`src/rtl/rgb_serpentine_error_diffusion_dither_core_macros.svh`:
```
// ----------------------------------------------------------------------------
// rgb_serpentine_error_diffusion_dither_core_macros
// Assertion helpers shared by the dither core.
// ----------------------------------------------------------------------------
`ifndef RGB_SERPENTINE_ERROR_DIFFUSION_DITHER_CORE_MACROS_SVH
`define RGB_SERPENTINE_ERROR_DIFFUSION_DITHER_CORE_MACROS_SVH

// same-cycle implication, disabled during reset
`define RSED_ASSERT_IMP(label, ck, rn, ante, cons) \
    label: assert property (@(posedge ck) disable iff (!rn) (ante) |-> (cons)) \
        else $error("rsed: same-cycle check failed");

// next-cycle implication, disabled during reset
`define RSED_ASSERT_NEXT(label, ck, rn, ante, cons) \
    label: assert property (@(posedge ck) disable iff (!rn) (ante) |=> (cons)) \
        else $error("rsed: next-cycle check failed");

`endif

```
`src/rtl/rsed_pkg.sv`:
```
// ----------------------------------------------------------------------------
// rsed_pkg
// Types and constants shared by the serpentine error diffusion dither core.
// ----------------------------------------------------------------------------
`default_nettype none

package rsed_pkg;

    // field widths
    localparam int PIX_W     = 8;
    localparam int LVL_W     = 8;
    localparam int WGT_W     = 16;
    localparam int IDX_W     = 32;
    localparam int COL_W     = 11;
    localparam int RW_W      = 12;
    localparam int CFG_W     = 32;
    localparam int CFG_IDX_W = 3;
    localparam int LANES     = 3;

    // error arithmetic
    localparam int ERR_W   = 16;
    localparam int TAG_W   = 16;
    localparam int QSTEP_B = 10;              // quantization step of 1024
    localparam int DIV_SH  = 4;               // shares are sixteenths
    localparam int MUL_W   = QSTEP_B + 4;
    localparam int SHARE_W = MUL_W - DIV_SH;

    typedef logic [CFG_IDX_W-1:0] cfg_idx_t;

    // register indexes
    localparam cfg_idx_t REG_ROW_WIDTH   = 3'd0;
    localparam cfg_idx_t REG_RED_LMAX    = 3'd1;
    localparam cfg_idx_t REG_GREEN_LMAX  = 3'd2;
    localparam cfg_idx_t REG_BLUE_LMAX   = 3'd3;
    localparam cfg_idx_t REG_RED_WGT     = 3'd4;
    localparam cfg_idx_t REG_GREEN_WGT   = 3'd5;
    localparam cfg_idx_t REG_BLUE_WGT    = 3'd6;
    localparam cfg_idx_t REG_PIXEL_BASE  = 3'd7;

    // register reset values
    localparam logic [RW_W-1:0]  RST_ROW_WIDTH  = 12'd640;
    localparam logic [LVL_W-1:0] RST_LMAX       = 8'd4;
    localparam logic [WGT_W-1:0] RST_RED_WGT    = 16'd25;
    localparam logic [WGT_W-1:0] RST_GREEN_WGT  = 16'd5;
    localparam logic [WGT_W-1:0] RST_BLUE_WGT   = 16'd1;
    localparam logic [IDX_W-1:0] RST_PIXEL_BASE = 32'd0;

    typedef logic signed [ERR_W-1:0] err_t;

    // one error buffer entry: epoch tag plus one error per channel
    typedef struct packed {
        logic [TAG_W-1:0]              tag;
        logic [LANES-1:0][ERR_W-1:0]   err;
    } err_word_t;

    // what one channel lane produces
    typedef struct packed {
        logic [LVL_W-1:0]          part;
        logic signed [SHARE_W-1:0] s7;
        logic signed [SHARE_W-1:0] s3;
        logic signed [SHARE_W-1:0] s5;
        logic signed [SHARE_W-1:0] s1;
    } lane_out_t;

    // merge stage strobes
    typedef struct packed {
        logic prod_en;
        logic sum_en;
    } merge_ctl_t;

    typedef enum logic [2:0] {
        S_IDLE,
        S_QUANT,
        S_SPREAD0,
        S_SPREAD1,
        S_SPREAD2
    } state_t;

endpackage

`default_nettype wire

```
`src/rtl/rsed_lane.sv`:
```
// ----------------------------------------------------------------------------
// rsed_lane
// One color channel: scale, add carried error, round to a level, split residue.
// ----------------------------------------------------------------------------
`default_nettype none

module rsed_lane import rsed_pkg::*; (
    input  wire logic             clk,
    input  wire logic             en,
    input  wire logic [PIX_W-1:0] pix,
    input  wire logic [LVL_W-1:0] lmax,
    input  wire err_t             err,
    output lane_out_t             q
);
    localparam int PROD_W = PIX_W + LVL_W;
    localparam int V_W    = PROD_W + 4;
    localparam int Q_W    = V_W - QSTEP_B;

    logic [PROD_W-1:0]        prod;
    logic signed [V_W-1:0]    v;
    logic [QSTEP_B-1:0]       low;
    logic [Q_W-1:0]           quo_rnd;
    logic                     fneg;
    logic signed [QSTEP_B:0]  frac;
    logic signed [MUL_W-1:0]  fx;
    lane_out_t                q_next;

    // truncating divide by sixteen
    function automatic logic signed [SHARE_W-1:0] div16(input logic signed [MUL_W-1:0] m);
        logic signed [MUL_W-1:0] t;
        t = m + (m[MUL_W-1] ? MUL_W'((1 << DIV_SH) - 1) : MUL_W'(0));
        return SHARE_W'(t >>> DIV_SH);
    endfunction

    // quantize and split residue
    always_comb
    begin
        prod    = PROD_W'(pix) * PROD_W'(lmax);
        v       = $signed({2'b00, prod, 2'b00}) + V_W'(err);
        low     = v[QSTEP_B-1:0];
        quo_rnd = v[V_W-1:QSTEP_B] + Q_W'(low[QSTEP_B-1]);
        fneg    = v[V_W-1] ? (low != '0) : low[QSTEP_B-1];
        frac    = $signed({fneg, low});
        fx      = MUL_W'(frac);
        if (v[V_W-1])
        begin
            q_next.part = '0;
        end
        else if (quo_rnd > Q_W'(lmax))
        begin
            q_next.part = lmax;
        end
        else
        begin
            q_next.part = LVL_W'(quo_rnd);
        end
        q_next.s7 = div16((fx <<< 3) - fx);
        q_next.s3 = div16((fx <<< 1) + fx);
        q_next.s5 = div16((fx <<< 2) + fx);
        q_next.s1 = div16(fx);
    end

    // result register
    always_ff @(posedge clk)
    begin
        if (en)
        begin
            q <= q_next;
        end
    end

endmodule

`default_nettype wire

```
`config.mk`:
```
export PLATFORM = sky130hd
export DESIGN_NAME = rsed_lane
export DESIGN_NICKNAME = d
export VERILOG_FILES = /design/src/rtl/rgb_serpentine_error_diffusion_dither_core_macros.svh /design/src/rtl/rsed_pkg.sv /design/src/rtl/rsed_lane.sv
export SDC_FILE = /design/constraint.sdc
export NUM_CORES = 1
export LEC_CHECK = 0
export BUFFER_PORTS_ARGS = -buffer_cell sky130_fd_sc_hd__buf_2
export CORE_MARGIN = 4
export CORE_UTILIZATION = 55
export CTS_BUF_LIST = sky130_fd_sc_hd__clkbuf_4
export DETAILED_ROUTE_END_ITERATION = 16
export PLACE_DENSITY = 0.8
export SYNTH_ARGS = -nofsm -noshare
export SYNTH_HDL_FRONTEND = slang
export SYNTH_SLANG_ARGS = --single-unit
```
`constraint.sdc`:
```
create_clock -name clk -period 13.2 [get_ports clk]
set_input_delay 2.64 -clock clk [delete_from_list [all_inputs] [get_ports clk]]
set_output_delay 2.64 -clock clk [all_outputs]
set_load 0.01 [all_outputs]
```
==> results_dict.tcl <==
set metrics [dict create \
    outcome "complete, no violations" \
    ant_nets 0 \
    ys_warn_count 0 \
    root_buffer "clkbuf_4" \
    clockBufferDepth 2 \
    drt_iter0_drc 366 \
    largest_reg_flops 46 \
    post_drt_via_cell_ratio 5.48 \
    std_cell_rows 41 \
    wirelength_um 15300 \
    cts_setup_buffers 0 \
    synth_area_leaders "ha_1, edfxtp_1, fa_1" \
    vias 5752 \
    drv_cap 0 \
    drtPass1Iterations 5 \
    core_region_area_um2 12600 \
    rsz0062_at_grt "false" \
    slew_headroom_pct 32.2 \
    dieArea_um2 14700 \
    startpoint_type "input pin" \
    layout-drive-gt1-share_pct 12.6 \
    routedWlPerCell_um 14.6 \
    final_common_cell "ha_1" \
    grt_usage_pct 21.3 \
    top_register "q" \
    cp.arrival_ps 11810 \
    cts_hold_buf 0 \
    worst_setup_path_end_kind "flip-flop" \
    h-tree-depth 2 \
    grt_pass1_wl_um 25400 \
    setup_viol 0 \
    synthesis.area_um2 7060 \
    syn_inst 787 \
    slowest_delay_ps 530 \
    yosysTopAreaCell "ha_1" \
    place_congestion 0.897 \
    cts_tree "yes" \
    crit_slowest_cell "fa_1" \
    dp_hpwl_um 12800 \
    die_height_um 121 \
    fin_nets 1059 \
    synth_top_area_share_pct 19.7 \
    required_ps 13360 \
    critPathKind "in -> reg" \
    finalMaxSlewViolations 0 \
    final_cell_mix "ha_1, inv_1, buf_2" \
    cp_max_fo 13 \
    synth_cell_types 56 \
    drc 0 \
    finalHoldViolations 0 \
    fin_crit_sh_pct 88.3 \
    n_fill_cell 1029 \
    grt_pass1_vias 5484 \
    ys_ff_latch 46 \
    cts-resized-gates 0 \
    min_path_type "in -> reg" \
    pin_count 82 \
    synth_ff_type "edfxtp_1" \
    fin_hold_ws_ps 2670 \
    antenna_found_initial 1 \
    cts.clk_slew.worst_paths_ps 170 \
    syn-num-nets 971 \
    gr-total-overflow 0 \
    max_freq_mhz 85.8 \
    portBuffers 81 \
    dieWidth_um 121 \
    syn_avg_cell_area_um2 8.97 \
    top_regs "q x46" \
    areaGrowthSynthToFinish_pct 9.86 \
    initial_core_util_pct 56.1 \
    async_reset_ff_share_pct 0 \
    clkSinkCount 46 \
    ys_seq_area_share_pct 19.6 \
    numCtsBuffers 5 \
    grt_max_degree 47 \
    worst_pin_slew_ps 1020 \
    finalSetupTns_ps 0 \
    synth_edf_count 46 \
    final.min_clock_period_ps 11650 \
]
[stage by stage]
step	cells	util, %	setup slack (ps)	cell area (um^2)
2_1_floorplan	787	-	2150	7060
3_3_place_gp	1040	61.2	1540	7690
3_5_place_dp	1040	61.2	1170	7690
4_1_cts	1048	61.7	1610	7750
5_1_grt	1049	61.7	721	7750
6_report	1049	61.7	1550	7750
[worst max-delay path, delay by kind of cell]
family	cells	cell delay, ps
adders and majority gates	8	3120
xor gates and xnor gates	2	360
buffers and inverters	4	630
AOI/OAI and AO/OA	13	2770
and+or+nand+nor	13	2290
[cells in the mapped netlist, types with 2 or more instances]
library cell	n
nor2b_1	6
fa_1	39
a21oi_1	55
o31ai_1	2
clkbuf_1	3
o2111a_1	3
nor3_1	17
a21boi_0	2
a211oi_1	6
and3b_1	2
o31a_1	2
o21ai_1	14
o21bai_1	8
nor2_1	35
a2111oi_0	5
a31oi_1	2
nand4_1	7
a211oi_2	2
inv_1	99
xor2_1	26
xnor2_1	66
a211o_1	3
o21a_1	8
nor3b_1	2
nand3_1	22
ha_1	111
a21o_1	15
and3_1	9
nand2b_1	5
or3_1	4
o21ai_0	17
o2111ai_1	3
and2_1	57
or2_2	3
edfxtp_1	46
o211ai_1	5
buf_4	2
nand2_1	56
[worst paths after layout]
| check | start | endpoint | slack [ps] | depth (start not counted) |
|---|---|---|---|---|
| max | lmax[4] | q[37] | 1550 | 40 |
| min | lmax[3] | q[43] | 2670 | 3 |
[final cells by class]
type / instances / area (um^2) / share of cell area [%]
Clock buffer: 5 / 37.5 / 0.484
Clock inverter: 3 / 23.8 / 0.307
Multi-Input combinational cell: 636 / 5270 / 68.0
Tap cell: 172 / 215 / 2.78
Sequential cell: 46 / 1380 / 17.8
Timing Repair Buffer: 86 / 443 / 5.71
Inverter: 100 / 375 / 4.84
Antenna cell: 1 / 2.50 / 0.0323
[logic make-up after synthesis]
| logic type | Yosys count | share of synthesized area (%) |
|---|---|---|
| fa+ha+maj | 150 | 30.7 |
| compound gates | 162 | 15.3 |
| buf+inv | 105 | 5.69 |
| simple gates | 230 | 16.9 |
| mux | 1 | 0.142 |
| flops | 46 | 19.6 |
| xor+xnor | 93 | 11.6 |
[layer usage]
layer | vias to the layer above | GRT usage [%] | part of all wire [%] | wire (um)
met5 | - | 0 | 0 | 0
met4 | 0 | 7.07 | 2.3 | 348
met3 | 30 | 2.24 | 4.6 | 711
met2 | 141 | 35.4 | 47 | 7220
met1 | 2670 | 29.0 | 46 | 7070
li1 | 2911 | - | - | -
Power is left out: the tool's default activity adds up to more than one toggle a clock period on the data nets, which glitch-free logic cannot reach.
