## src/rtl/rgb_serpentine_error_diffusion_dither_core_macros.svh

```systemverilog
// ----------------------------------------------------------------------------
// rgb_serpentine_error_diffusion_dither_core_macros
// Assertion helpers shared by the dither core.
// ----------------------------------------------------------------------------
`ifndef RGB_SERPENTINE_ERROR_DIFFUSION_DITHER_CORE_MACROS_SVH
`define RGB_SERPENTINE_ERROR_DIFFUSION_DITHER_CORE_MACROS_SVH

// same-cycle implication, disabled during reset
`define RSED_ASSERT_IMP(label, ck, rn, ante, cons) \
    label: assert property (@(posedge ck) disable iff (!rn) (ante) |-> (cons)) \
        else $error("rsed: same-cycle check failed");

// next-cycle implication, disabled during reset
`define RSED_ASSERT_NEXT(label, ck, rn, ante, cons) \
    label: assert property (@(posedge ck) disable iff (!rn) (ante) |=> (cons)) \
        else $error("rsed: next-cycle check failed");

`endif

```

## src/rtl/rsed_pkg.sv

```systemverilog
// ----------------------------------------------------------------------------
// rsed_pkg
// Types and constants shared by the serpentine error diffusion dither core.
// ----------------------------------------------------------------------------
`default_nettype none

package rsed_pkg;

    // field widths
    localparam int PIX_W     = 8;
    localparam int LVL_W     = 8;
    localparam int WGT_W     = 16;
    localparam int IDX_W     = 32;
    localparam int COL_W     = 11;
    localparam int RW_W      = 12;
    localparam int CFG_W     = 32;
    localparam int CFG_IDX_W = 3;
    localparam int LANES     = 3;

    // error arithmetic
    localparam int ERR_W   = 16;
    localparam int TAG_W   = 16;
    localparam int QSTEP_B = 10;              // quantization step of 1024
    localparam int DIV_SH  = 4;               // shares are sixteenths
    localparam int MUL_W   = QSTEP_B + 4;
    localparam int SHARE_W = MUL_W - DIV_SH;

    typedef logic [CFG_IDX_W-1:0] cfg_idx_t;

    // register indexes
    localparam cfg_idx_t REG_ROW_WIDTH   = 3'd0;
    localparam cfg_idx_t REG_RED_LMAX    = 3'd1;
    localparam cfg_idx_t REG_GREEN_LMAX  = 3'd2;
    localparam cfg_idx_t REG_BLUE_LMAX   = 3'd3;
    localparam cfg_idx_t REG_RED_WGT     = 3'd4;
    localparam cfg_idx_t REG_GREEN_WGT   = 3'd5;
    localparam cfg_idx_t REG_BLUE_WGT    = 3'd6;
    localparam cfg_idx_t REG_PIXEL_BASE  = 3'd7;

    // register reset values
    localparam logic [RW_W-1:0]  RST_ROW_WIDTH  = 12'd640;
    localparam logic [LVL_W-1:0] RST_LMAX       = 8'd4;
    localparam logic [WGT_W-1:0] RST_RED_WGT    = 16'd25;
    localparam logic [WGT_W-1:0] RST_GREEN_WGT  = 16'd5;
    localparam logic [WGT_W-1:0] RST_BLUE_WGT   = 16'd1;
    localparam logic [IDX_W-1:0] RST_PIXEL_BASE = 32'd0;

    typedef logic signed [ERR_W-1:0] err_t;

    // one error buffer entry: epoch tag plus one error per channel
    typedef struct packed {
        logic [TAG_W-1:0]              tag;
        logic [LANES-1:0][ERR_W-1:0]   err;
    } err_word_t;

    // what one channel lane produces
    typedef struct packed {
        logic [LVL_W-1:0]          part;
        logic signed [SHARE_W-1:0] s7;
        logic signed [SHARE_W-1:0] s3;
        logic signed [SHARE_W-1:0] s5;
        logic signed [SHARE_W-1:0] s1;
    } lane_out_t;

    // merge stage strobes
    typedef struct packed {
        logic prod_en;
        logic sum_en;
    } merge_ctl_t;

    typedef enum logic [2:0] {
        S_IDLE,
        S_QUANT,
        S_SPREAD0,
        S_SPREAD1,
        S_SPREAD2
    } state_t;

endpackage

`default_nettype wire

```

## src/rtl/rsed_merge.sv

```systemverilog
// ----------------------------------------------------------------------------
// rsed_merge
// Combines the lane levels into a colormap index: base plus weighted levels.
// ----------------------------------------------------------------------------
`default_nettype none

module rsed_merge import rsed_pkg::*; (
    input  wire logic             clk,
    input  wire merge_ctl_t       ctl,
    input  wire logic [LVL_W-1:0] part   [LANES],
    input  wire logic [WGT_W-1:0] weight [LANES],
    input  wire logic [IDX_W-1:0] base,
    output logic      [IDX_W-1:0] index
);
    localparam int P_W = LVL_W + WGT_W;

    logic [P_W-1:0]   prod_reg [LANES];
    logic [IDX_W-1:0] sum_next;
    logic [IDX_W-1:0] sum_reg;

    // per-lane products
    always_ff @(posedge clk)
    begin
        if (ctl.prod_en)
        begin
            for (int i = 0; i < LANES; i++)
            begin
                prod_reg[i] <= P_W'(part[i]) * P_W'(weight[i]);
            end
        end
    end

    // sum modulo 2^32
    always_comb
    begin
        sum_next = base;
        for (int i = 0; i < LANES; i++)
        begin
            sum_next = sum_next + IDX_W'(prod_reg[i]);
        end
    end

    always_ff @(posedge clk)
    begin
        if (ctl.sum_en)
        begin
            sum_reg <= sum_next;
        end
    end

    assign index = sum_reg;

endmodule

`default_nettype wire

```

## config.mk

```make
export PLATFORM = sky130hd
export DESIGN_NAME = rsed_merge
export DESIGN_NICKNAME = d
export VERILOG_FILES = /design/src/rtl/rgb_serpentine_error_diffusion_dither_core_macros.svh /design/src/rtl/rsed_pkg.sv /design/src/rtl/rsed_merge.sv
export SDC_FILE = /design/constraint.sdc
export NUM_CORES = 1
export LEC_CHECK = 0
export BUFFER_PORTS_ARGS = -buffer_cell sky130_fd_sc_hd__buf_2
export CAP_MARGIN = 20
export CORE_MARGIN = 5
export CORE_UTILIZATION = 50
export DETAILED_ROUTE_END_ITERATION = 10
export GPL_TIMING_DRIVEN = 0
export PLACE_DENSITY = 0.72
export SYNTH_ARGS = -nofsm -noshare
export SYNTH_HDL_FRONTEND = slang
export SYNTH_SLANG_ARGS = --single-unit
export TNS_END_PERCENT = 1
```

## constraint.sdc

```tcl
create_clock -name clk -period 7.2 [get_ports clk]
set_input_delay 0 -clock clk [delete_from_list [all_inputs] [get_ports clk]]
set_output_delay 0 -clock clk [all_outputs]
set_load 0.01 [all_outputs]
```

==> flow_metrics.env <==
export IMPL_status="finished clean"
export IMPL_min_path_type="in2reg"
export IMPL_p_leak_nw=9.243
export IMPL_avgSynthCellArea_um2=10.16
export IMPL_synth_fp_nets=2312
export IMPL_place_gp_congestion=0.8991
export IMPL_ys_top_cells_by_count="and2_1 (327), inv_1 (302), fa_1 (300)"
export IMPL_start_util=0.5022
export IMPL_min_period_ns=4.648
export IMPL_first_pass_iters=5
export IMPL_nNetsFinal=2461
export IMPL_numCtsBuffers=9
export IMPL_grt_pass1_wl_mm=65.59
export IMPL_ys_seq_area_frac=0.1761
export IMPL_synth_edf_count=104
export IMPL_combPwrFrac=0.788
export IMPL_die_h_um=198.3
export IMPL_met2_length_mm=20.18
export IMPL_worstPathRequired_ns=7.29
export IMPL_min_from="base[28]"
export IMPL_hold_viol_final=0
export IMPL_vias_per_cell=5.328
export IMPL_grt_antenna_before_repair=5
export IMPL_largest_reg_flops=72
export IMPL_grt_overflow=0
export IMPL_worst_slew_pin_slew_ns=0.9080
export IMPL_area_growth_pct=8.742
export IMPL_vias=12589
export IMPL_syn_inst=1746
export IMPL_cts_resized_gates=0
export IMPL_power_frac_seq=0.164
export IMPL_swShare=0.4916
export IMPL_clock_tree_root_cell="clkbuf_16"
export IMPL_drc=0
export IMPL_max_freq_mhz=215.1
export IMPL_finalSetupViolCount=0
export IMPL_path_clk_slew_ns=0.07
export IMPL_ioPinCount=139
export IMPL_wl_met1_mm=16.94
export IMPL_ant_nets=0
export IMPL_drtIter0Drc=596
export IMPL_slew_headroom=0.3947
export IMPL_synthArstFlopShare=0
export IMPL_core_mm2=0.03531
export IMPL_p_int_mw=4.895
export IMPL_placementRows=69
export IMPL_crit_path_start="part[11]"
export IMPL_netlist_area_mm2=0.01773
export IMPL_holdWs_ns=0.03358
export IMPL_synth_warnings=0
export IMPL_clk_latency_ns=0.35
export IMPL_total_power_mw=9.629
export IMPL_maxCapViolCount=0
export IMPL_die_area_mm2=0.03933
export IMPL_p_clk_frac=0.047
export IMPL_endpoint_kind="register"
export IMPL_finalSetupTns_ns=0
export IMPL_reg2reg_from="prod_reg[0][25]"
export IMPL_rsz0062_at_grt="no"
export IMPL_cts_buffer_depth=2
export IMPL_yosysMostFrequentCell="and2_1"
export IMPL_ys_flop_type="edfxtp_1"
export IMPL_io_buffers=138
export IMPL_cts_hold_buf=0
export IMPL_final_layout_size_suffix_gt1_frac=0.09789
export IMPL_fillers=3138
export IMPL_yosysTopAreaCell="fa_1"
export IMPL_ys_types=65
export IMPL_final_util=0.5461
export IMPL_ir_worst_vdd_mv=0.4192
export IMPL_wirelength_mm=39.77
export IMPL_first_global_vias=13095
export IMPL_path_max_fanout=10
export IMPL_path_class="in2reg"
export IMPL_cts_htree_levels=3
export IMPL_crit_path_start_kind="input pin"
export IMPL_cts_tree="done"
export IMPL_numClockSinks=104
export IMPL_wl_per_cell_um=16.83
export IMPL_switchingPower_mw=4.734
export IMPL_worst_ep_arrival_time_ns=4.74
export IMPL_grtUsageTotal=0.2080
export IMPL_maxUsedRoutingLayer="met5"
export IMPL_grt_max_degree=73
export IMPL_hpwl_mm=33.96
export IMPL_min_period_over_period=0.6456
export IMPL_cellPowerDensity_mw_per_mm2=499.3
export IMPL_ys_ff_latch=104
export IMPL_finalMaxSlewViolations=0
export IMPL_skew_ns=0.004860
export IMPL_route_met3_wl_mm=2.059
export IMPL_cts_setup_buffers=0
export IMPL_synthDominantCellAreaShare=0.3387
export IMPL_die_w_um=198.3
export IMPL_synth_area_top_cells="fa_1 (34%), edfxtp_1 (18%), and2_1 (12%), ha_1 (11%), inv_1 (6.4%)"
## power by group through the flow
stage,combinational [mW],sequential (mW),clock (mW)
after floorplan,5.80,1.54,0
after global placement,7.30,1.59,0
after detailed placement,7.48,1.60,0
after CTS,7.57,1.58,0.470
after global routing,8.55,1.60,0.492
final,7.59,1.58,0.457
## cells in the final DEF, fill, tap and decap left out, types with 7 or more instances in the layout
master     count
and2_1       327
inv_1        302
fa_1         300
ha_1         159
buf_2        140
edfxtp_1     104
nand2_1       96
a21oi_1       68
xnor2_1       60
nor2_1        43
a21o_1        37
o21ai_0       34
clkbuf_1      28
xor2_1        22
o21a_1        11
o21bai_1      11
nand3_1       10
nand2b_1      10
nand4_1        9
clkbuf_16      9
nor2b_1        7
o21ai_1        7
and3_1         7
nor3_1         7
## through the flow
| step | instances | cell area [um2] | setup slack (ns) |
|---|---|---|---|
| detailed placement | 2345 | 19000 | 2.179 |
| floorplan | 1746 | 17730 | 2.917 |
| global placement | 2345 | 19000 | 2.274 |
| finish | 2363 | 19280 | 2.552 |
| CTS | 2361 | 19280 | 2.549 |
| global route | 2363 | 19280 | 2.222 |
## worst max-delay path, stage by stage
cell	delay (ns)
buf_2	0.17
clkbuf_1	0.43
and2_1	0.23
fa_1	0.46
fa_1	0.51
fa_1	0.50
inv_1	0.05
fa_1	0.49
inv_1	0.05
ha_1	0.34
and3_1	0.27
and3_1	0.23
a2111oi_4	0.46
nor2_1	0.14
a221oi_2	0.29
xnor2_1	0.11
## area by class of cell
cell class	count	area, um2	share of cell area
multi-input cells	1306	13310	0.6900
flip-flops and latches	104	3123	0.1620
inverters	302	1134	0.05879
repair buffers	138	693.2	0.03595
well taps	461	576.8	0.02991
clock buffers	11	232.7	0.01207
plain buffers	34	170.2	0.008824
clock inverters	5	42.54	0.002206
diodes	2	5.005	0.0002595
## kinds of logic after synthesis
family,after synthesis,share of synthesized area
flops,104,0.1761
fa+ha+maj,459,0.4509
compound gates,231,0.08883
simple gates,534,0.1702
xor+xnor,82,0.04050
buf+inv,336,0.07352
## routing by layer
metal,track usage,up-vias
met3,0.02416,37
li1,-,5859
met1,0.2842,6365
met5,0,-
met2,0.3631,322
met4,0.03902,6
## path summary, 6_finish.rpt
path / endpoint / slack, ns / cells past startpoint
worst min-delay path: index[28] / 0.03 / 2
worst max register to register: index[31] / 2.94 / 12
worst min register to register: index[0] / 0.56 / 1
worst max-delay path: prod_reg[0][41] / 2.55 / 16
(Power assumes the default switching activity.)
